--- src/rtl/mecanum_wheel_odometry_defines.svh ---
// Assertion macros used by the odometry top level.
`ifndef MECANUM_WHEEL_ODOMETRY_DEFINES_SVH
`define MECANUM_WHEEL_ODOMETRY_DEFINES_SVH

// Same-cycle implication, sampled on clk, off during reset.
`define MWO_ASSERT_IMPL(lbl, ante, cons, msg) \
	lbl: assert property (@(posedge clk) disable iff (!arst_n) (ante) |-> (cons)) else $error(msg);

// Next-cycle implication, sampled on clk, off during reset.
`define MWO_ASSERT_NEXT(lbl, ante, cons, msg) \
	lbl: assert property (@(posedge clk) disable iff (!arst_n) (ante) |=> (cons)) else $error(msg);

`endif

--- src/rtl/mwo_pkg.sv ---
// Types, constants and helper functions for the mecanum odometry block.
`timescale 1ns / 1ps
package mwo_pkg;

	localparam int WHEEL_COUNT = 4;

	localparam logic [1:0] REG_SPEED_GAIN   = 2'd0;
	localparam logic [1:0] REG_RIM_RADIUS   = 2'd1;
	localparam logic [1:0] REG_INV_HALF_SUM = 2'd2;

	localparam logic [31:0] TWO_PI_Q29 = 32'd3373259426;
	localparam logic signed [34:0] PI_Q30 = 35'sd3373259426;
	localparam logic signed [34:0] TWO_PI_Q30 = 35'sd6746518852;
	localparam logic signed [34:0] HALF_PI_Q30 = 35'sd1686629713;
	localparam logic signed [32:0] CORDIC_GAIN_Q30 = 33'sd652032874;

	typedef struct packed {
		logic              mode;
		logic [1:0]        wheel_index;
		logic signed [31:0] abs_count;
		logic [15:0]       time_step;
	} sample_t;

	typedef struct packed {
		logic signed [31:0] pos_x;
		logic signed [31:0] pos_y;
		logic [31:0]        heading;
		logic signed [31:0] vel_x;
		logic signed [31:0] vel_y;
		logic signed [31:0] yaw_rate;
		logic [30:0]        speed_magnitude;
	} pose_t;

	typedef struct packed {
		logic [31:0] speed_gain;
		logic [15:0] rim_radius;
		logic [23:0] inv_half_base_sum;
	} cfg_t;

	typedef struct packed {
		logic    avail;
		sample_t entry;
	} q_head_t;

	function automatic logic signed [31:0] sat32(input logic signed [66:0] v);
		if (v > 67'sd2147483647) begin
			return 32'sh7FFFFFFF;
		end else if (v < -67'sd2147483648) begin
			return 32'sh80000000;
		end
		return v[31:0];
	endfunction

	function automatic logic [31:0] atan_q30(input logic [4:0] i);
		case (i)
			5'd0: return 32'd843314856;
			5'd1: return 32'd497837829;
			5'd2: return 32'd263043836;
			5'd3: return 32'd133525158;
			5'd4: return 32'd67021686;
			5'd5: return 32'd33543515;
			5'd6: return 32'd16775850;
			5'd7: return 32'd8388437;
			5'd8: return 32'd4194282;
			5'd9: return 32'd2097149;
			5'd10: return 32'd1048575;
			5'd11: return 32'd524287;
			5'd12: return 32'd262143;
			5'd13: return 32'd131071;
			5'd14: return 32'd65535;
			5'd15: return 32'd32767;
			5'd16: return 32'd16383;
			5'd17: return 32'd8191;
			5'd18: return 32'd4095;
			5'd19: return 32'd2047;
			5'd20: return 32'd1023;
			5'd21: return 32'd511;
			5'd22: return 32'd255;
			5'd23: return 32'd127;
			5'd24: return 32'd63;
			5'd25: return 32'd31;
			5'd26: return 32'd15;
			5'd27: return 32'd8;
			5'd28: return 32'd4;
			5'd29: return 32'd2;
			5'd30: return 32'd1;
			default: return 32'd0;
		endcase
	endfunction

endpackage

--- src/rtl/mwo_front.sv ---
// Front end: takes requests and holds them in a two-entry queue for the back end.
`timescale 1ns / 1ps
module mwo_front (
	input  logic              clk,
	input  logic              arst_n,
	input  logic              sample_valid,
	output logic              sample_stall,
	input  mwo_pkg::sample_t  sample,
	output mwo_pkg::q_head_t  head,
	input  logic              pop
);
	import mwo_pkg::*;

	sample_t    mem_q [2];
	logic       wr_ptr_q;
	logic       rd_ptr_q;
	logic [1:0] count_q;
	logic       push;

	assign sample_stall = (count_q == 2'd2);
	assign push = sample_valid && !sample_stall;
	assign head.avail = (count_q != 2'd0);
	assign head.entry = mem_q[rd_ptr_q];

	always_ff @(posedge clk) begin
		if (push) begin
			mem_q[wr_ptr_q] <= sample;
		end
	end

	always_ff @(posedge clk or negedge arst_n) begin
		if (!arst_n) begin
			wr_ptr_q <= 1'b0;
			rd_ptr_q <= 1'b0;
			count_q <= 2'd0;
		end else begin
			if (push) begin
				wr_ptr_q <= !wr_ptr_q;
			end
			if (pop) begin
				rd_ptr_q <= !rd_ptr_q;
			end
			case ({push, pop})
				2'b10: count_q <= count_q + 2'd1;
				2'b01: count_q <= count_q - 2'd1;
				default: count_q <= count_q;
			endcase
		end
	end

endmodule

--- config.mk ---
export PLATFORM = sky130hd
export DESIGN_NAME = mwo_front
export DESIGN_NICKNAME = d
export VERILOG_FILES = /design/src/rtl/mecanum_wheel_odometry_defines.svh /design/src/rtl/mwo_pkg.sv /design/src/rtl/mwo_front.sv
export SDC_FILE = /design/constraint.sdc
export NUM_CORES = 1
export LEC_CHECK = 0
export ABC_AREA = 1
export BUFFER_PORTS_ARGS = -buffer_cell sky130_fd_sc_hd__buf_4
export CAP_MARGIN = 0
export CORE_ASPECT_RATIO = 1.5
export CORE_MARGIN = 5
export CORE_UTILIZATION = 30
export CTS_CLUSTER_DIAMETER = 50
export CTS_CLUSTER_SIZE = 20
export DETAILED_ROUTE_END_ITERATION = 6
export REMOVE_ABC_BUFFERS = 1
export SLEW_MARGIN = 15
export SYNTH_ARGS = -nofsm -noshare
export SYNTH_HDL_FRONTEND = slang
export SYNTH_SLANG_ARGS = --single-unit
--- constraint.sdc ---
create_clock -name clk -period 4.4 [get_ports clk]
set_clock_uncertainty 0.1 [all_clocks]
set_input_delay 0.44 -clock clk [delete_from_list [all_inputs] [get_ports clk]]
set_output_delay 0.44 -clock clk [all_outputs]
set_load 0.05 [all_outputs]
==> flow_summary.ini, run 1 <==
[placed_design]
dp_hpwl_um = 5430
dp_slack_ns = 1.89
gp_congestion = 0.706
dp_cells = 550
io_buffer_count = 107

[detailed_routing]
vias = 2397
wirelength_um = 7950
routed_via_density = 4.23
drt-wirelength-per-cell_um = 14.0
first_pass_iters = 4
drtAntennaViolNets = 0
drt_iter0_drc = 56
drc = 0

[run_status]
status = finished clean

[floorplan]
ios = 108
die_w_um = 104
die_y_um = 151
start_util_pct = 30.6
core_mm2 = 0.0130
die_area_mm2 = 0.0157
rows = 51

[global_route]
grt_pass1_wl_um = 12200
grtUsageTotal_pct = 10.0
overflow = 0
antenna_found_initial = 0
grt_max_degree = 64
grt_pass1_vias = 2409

[synthesis]
synth_warnings = 0
syn_avg_cell_area_um2 = 13.6
yosysMostFrequentCell = edfxtp_1
synth_compound_area_share_pct = 6.53
synth-seq-cells = 106
synth_fa_ha_area_share_pct = 0.314
synth_cell_type_count = 17
synth.top_cell.area_share_pct = 76.9
yosys.area_share.simple_pct = 6.06
synth_top_family_by_area = buffers and inverters
synth-edff-count = 102
synth_area_leader_cell = edfxtp_1
synthCells = 293
synth-main-ff-cell = edfxtp_1
synth-xor-area-share_pct = 0.440
async_flop_share_pct = 3.77
synthMuxAreaShare_pct = 0
synth_seq_area_share_pct = 79.4
netlist_top_cells_area = edfxtp_1, o21ai_0, inv_1
yosys-top-cells-count = edfxtp_1, inv_1, nand2_1
syn-cell-area_mm2 = 0.00398

[clocking]
ctsResizeCount = 0
cts_root_buf = clkbuf_16
cts_tree = done
insertion_delay_ns = 0.33
clk_pin_slew_ns = 0.07
cts_hold_buf = 1
cts_buffers = 9
cts-htree-levels = 3
post_cts_buffers = 0
ctsLongestPathBuffers = 2
clock_sinks = 106

[layout]
nFillCells = 1272
area_delta_synth_final_pct = 31.5
antenna_cells = 0
multi_input_area_um2 = 539
final_util_pct = 40.2
nets = 459
stdcell_count = 567
drive_gt1_share_pct = 30.9
register_area_mm2 = 0.00316

[min_path]
hold_end = mem_q[1][45]$_DFFE_PP_
hold_start = sample[45]
holdPathStages = 1
hp-class = input port to register

[power_and_ir_drop]
p_leak_uw = 0.00219
seqPwrFrac_pct = 36.5
internal-power_uw = 2290
power_frac_comb_pct = 44.7
switching_share_pct = 44.4
clkPwrFrac_pct = 18.8
peakVddDrop_v = 0.000521
power.switching_uw = 1840
p_per_area_mw_per_mm2 = 789

[worst_setup_path]
cp_slowest_stage_delay_ns = 0.96
ff2ff_path_depth = 4
crit_type = register to output pin
critPathTopFamily = flip-flops
path_max_fanout = 63
ff2ff_setup_slack_ns = 2.22
r2r_start = count_q[1]$_DFFE_PN0P_
timing.rr.end = mem_q[1][6]$_DFFE_PP_
cpMostUsedCell = buf_4
cp_data_arrival_time_ns = 2.24
crit_chain = buf_4 > nand2_1 > o21ai_0 > buf_4
required_ns = 3.86
slowest_stage = dfrtp_2
cp-start-kind = register
crit_path_end_kind = output pin
critical_path.n_buffers_inverters = 2

[job]
maxCapViolations = 0

[sta]
slew_headroom_pct = 36.6
finalCritPeriodShare_pct = 63.3
grt_setup_unrepaired = false
period_needed_ns = 2.78
finalHoldViolCount = 0
fmax_ghz = 0.359
worst_slew_pin_slew_ns = 0.951
fin_ws_ns = 1.62
setup_viol = 0
setup_tns_ns = 0
finalMaxSlewViolations = 0
-- layer usage --
| metal | GRT usage [%] | part of all wire [%] | vias to the layer above |
|---|---|---|---|
| met2 | 18.7 | 57 | 51 |
| met1 | 10.3 | 37 | 1143 |
| li1 | - | - | 1196 |
| met3 | 2.73 | 4.7 | 7 |
| met5 | 0 | 0 | - |
| met4 | 4.67 | 1.7 | 0 |
-- stage by stage --
stage	area, µm²	total power (µW)	hold slack, ns
after detailed placement	4940	3420	0.143
after global placement	4940	3390	0.142
after CTS	5240	4200	0.173
after floorplan	3910	2780	0.0444
after global routing	5240	4340	0.162
final	5240	4130	0.188
-- registers in the layout, summed over array words and instances, names as in the netlist --
| signal | flops |
|---|---|
| rd_ptr_q | 1 |
| mem_q | 102 |
| wr_ptr_q | 1 |
| count_q | 2 |
-- power groups by stage --
stage | registers (µW) | logic [µW] | clock network, µW
floorplan | 1530 | 1250 | 0
global placement | 1520 | 1860 | 0
detailed placement | 1540 | 1880 | 0
CTS | 1510 | 1890 | 797
global route | 1540 | 1960 | 843
finish | 1510 | 1850 | 776
-- worst reg2reg max path, cell delays in order, from the launching register on --
cell,delay (ns)
dfrtp_1,0.38
inv_1,0.11
o21ai_1,0.14
nor2_4,0.62
buf_4,0.48
-- cell families (layout without fill, tap and decap cells) --
kind of cell,Yosys count,in the layout
flip-flops,106,106
XOR/XNOR,2,2
AO/OA/AOI/OAI,52,52
buffers and inverters,69,184
AND/OR/NAND/NOR,63,63
adder cells (fa/ha/maj),1,1
-- layout by cell type (no fill, tap or decap) --
cell / instances
dfrtp_2: 1
clkbuf_16: 9
clkinv_2: 3
dfrtp_1: 3
dlygate4sd3_1: 1
o21ai_1: 1
nand4_1: 1
nand2_1: 58
inv_1: 57
buf_4: 109
nand3_1: 2
ha_1: 1
nor2_4: 1
nor2_1: 1
bufinv_16: 1
xor2_1: 1
clkbuf_1: 2
o21ai_0: 51
clkinvlp_4: 2
edfxtp_1: 102
xnor2_1: 1
-- worst max path at each step --
stage,start,end,cells after the start
4_1_cts,rd_ptr_q$_DFFE_PN0P_,head[25],4
2_1_floorplan,count_q[1]$_DFFE_PN0P_,mem_q[1][0]$_DFFE_PP_,3
6_report,rd_ptr_q$_DFFE_PN0P_,head[25],4
5_1_grt,rd_ptr_q$_DFFE_PN0P_,head[25],4
3_3_place_gp,rd_ptr_q$_DFFE_PN0P_,head[26],4
3_5_place_dp,rd_ptr_q$_DFFE_PN0P_,head[25],4
-- cell type report --
type                            instances  share of cell area (%)
Clock buffer                           11                    4.44
Sequential cell                       106                    60.4
Timing Repair Buffer                  110                    15.8
Tap cell                              159                    3.80
Inverter                               58                    4.18
Clock inverter                          5                    1.05
Multi-Input combinational cell        118                    10.3
No activity file was read; power rests on OpenSTA's default activity.
==> run 2, diff against run 1 <==
==> constraint.sdc (replaced) <==
create_clock -name clk -period 2.4 [get_ports clk]
set_clock_uncertainty 0.1 [all_clocks]
set_input_delay 0.24 -clock clk [delete_from_list [all_inputs] [get_ports clk]]
set_output_delay 0.24 -clock clk [all_outputs]
set_load 0.05 [all_outputs]
==> run 2 against run 1 <==
Worst setup slack got worse by 1.4 ns. Global-route usage up 1.2 points. First-iteration DRC count decreased by 1.8%. Sequential share of layout area fell by 5.8 points. Register-to-register slack worse by 1.4 ns. Clock power is 77% higher. Critical path type unchanged. Largest cell class unchanged.
==> flow_summary.ini, run 2 (synthesis gave the netlist of run 1 again) <==
[layout]
antenna_cells = 0
final_util_pct = 44.5
final_cell_mix = buf_4, edfxtp_1, nand2_1
nets = 514
largest_reg_flops = 102
nFillCells = 1214
stdcell_count = 622
reg_top3 = mem_q x102, count_q x2
layout_commonest_cell = buf_4
regMostFlops = mem_q
area_delta_synth_final_pct = 45.5
drive_gt1_share_pct = 28.3

[job]
maxCapViolations = 0

[floorplan]
ios = 108
die_area_mm2 = 0.0157
core_mm2 = 0.0130
rows = 51
start_util_pct = 30.6
die_y_um = 151
die_w_um = 104

[detailed_routing]
routed_via_density = 4.22
drt_iter0_drc = 55
drt-wirelength-per-cell_um = 13.9
first_pass_iters = 5
wirelength_um = 8640
drc = 0
vias = 2625
drtAntennaViolNets = 0

[global_route]
overflow = 0
grt_pass1_wl_um = 13500
grtUsageTotal_pct = 11.2
grt_pass1_vias = 2750
antenna_found_initial = 0
grt_max_degree = 54

[worst_setup_path]
ff2ff_path_depth = 6
required_ns = 2.06
crit_path_end_kind = output pin
cp-start-kind = register
crit_chain = buf_12 > nand2_1 > o21ai_0 > buf_4
cp_data_arrival_time_ns = 1.82
slowest_stage = dfrtp_2
crit_type = register to output pin
r2r_start = count_q[1]$_DFFE_PN0P_
cp_slowest_stage_delay_ns = 0.73
path_max_fanout = 53
timing.rr.end = mem_q[0][16]$_DFFE_PP_
ff2ff_setup_slack_ns = 0.79

[placed_design]
dp_hpwl_um = 5770
io_buffer_count = 107
gp_congestion = 0.745
dp_cells = 553

[min_path]
hold_end = wr_ptr_q$_DFFE_PN0P_
holdPathStages = 3
hp-class = input port to register
hold_start = sample_valid

[sta]
slew_headroom_pct = 62.6
period_needed_ns = 2.16
finalHoldViolCount = 0
finalMaxSlewViolations = 0
finalCritPeriodShare_pct = 89.9
worst_slew_pin_slew_ns = 0.561
fmax_ghz = 0.464
grt_setup_unrepaired = false
setup_viol = 0

[power_and_ir_drop]
peakVddDrop_v = 0.000718
p_leak_uw = 0.00243
p_per_area_mw_per_mm2 = 1320

[run_status]
status = finished clean

[clocking]
cts_tree = done
ctsLongestPathBuffers = 2
clk_pin_slew_ns = 0.07
cts-htree-levels = 3
cts_buffers = 9
clock_sinks = 106
ctsResizeCount = 0
cts_root_buf = clkbuf_16
insertion_delay_ns = 0.34
-- run 2: cell types whose count changed in the layout (fill, tap and decap cells not counted) --
cell           previous run  this run
buf_4                   109       110
inv_6                     0         1
bufinv_16                 1         0
buf_12                    0         2
clkinv_2                  3         1
dlygate4sd3_1             1        53
clkinv_4                  0         3
clkbuf_1                  2         0
inv_2                     0         1
-- run 2: metal layers --
layer | GRT usage (%) | vias up | part of all wire [%]
li1 | - | 1310 | -
met5 | 0 | - | 0
met1 | 11.0 | 1243 | 36
met4 | 5.18 | 0 | 2.2
met3 | 3.37 | 15 | 4.5
met2 | 21.5 | 57 | 57
-- run 2: power breakdown --
group	internal (µW)	leakage [µW]	total [µW]	switching [µW]
logic	984	0.00130	3600	2610
registers	2520	0.000995	2700	181
clock network	711	0.000132	1370	659
-- run 2: repair_timing --
item                      4_1_cts  5_1_grt
hold buffers                   53        0
hold endpoints to repair      107        0
setup buffers                   0        0
-- run 2: critical path: cells and delay by family, from the launching register on --
kind / cells / cell delay [ns]
AOI/OAI and AO/OA: 1 / 0.13
buffers and inverters: 2 / 0.54
DFF: 1 / 0.73
and+or+nand+nor: 1 / 0.06
-- run 2: metrics by stage --
step | setup TNS (ns) | setup slack [ns] | hold WS (ns) | power [µW] | instance area [µm²]
floorplan | -75.79 | -0.856 | -0.156 | 5100 | 3910
global placement | 0 | 0.579 | -0.0608 | 6280 | 4990
detailed placement | 0 | 0.562 | -0.0609 | 6330 | 4990
CTS | 0 | 0.179 | 0.0748 | 7790 | 5800
global route | 0 | 0.0737 | 0.108 | 8070 | 5800
finish | 0 | 0.243 | 0.0996 | 7670 | 5800
-- run 2: area by class of cell --
type	instances	area (µm²)	share of cell area [%]
repair buffers	165	1400	24.1
clock inverters	7	55.1	0.950
flip-flops and latches	106	3160	54.6
clock buffers	9	225	3.89
inverters	58	218	3.76
multi-input cells	118	539	9.30
well taps	159	199	3.43
-- run 2: how the worst max path moves through the flow --
stage | from | end | slack, ns | cells after the start
after CTS | rd_ptr_q$_DFFE_PN0P_ | head[21] | 0.18 | 4
final | rd_ptr_q$_DFFE_PN0P_ | head[21] | 0.24 | 4
after detailed placement | rd_ptr_q$_DFFE_PN0P_ | head[21] | 0.56 | 4
after global placement | rd_ptr_q$_DFFE_PN0P_ | head[21] | 0.58 | 4
after global routing | rd_ptr_q$_DFFE_PN0P_ | head[32] | 0.07 | 4
after floorplan | count_q[1]$_DFFE_PN0P_ | mem_q[1][0]$_DFFE_PP_ | -0.86 | 3
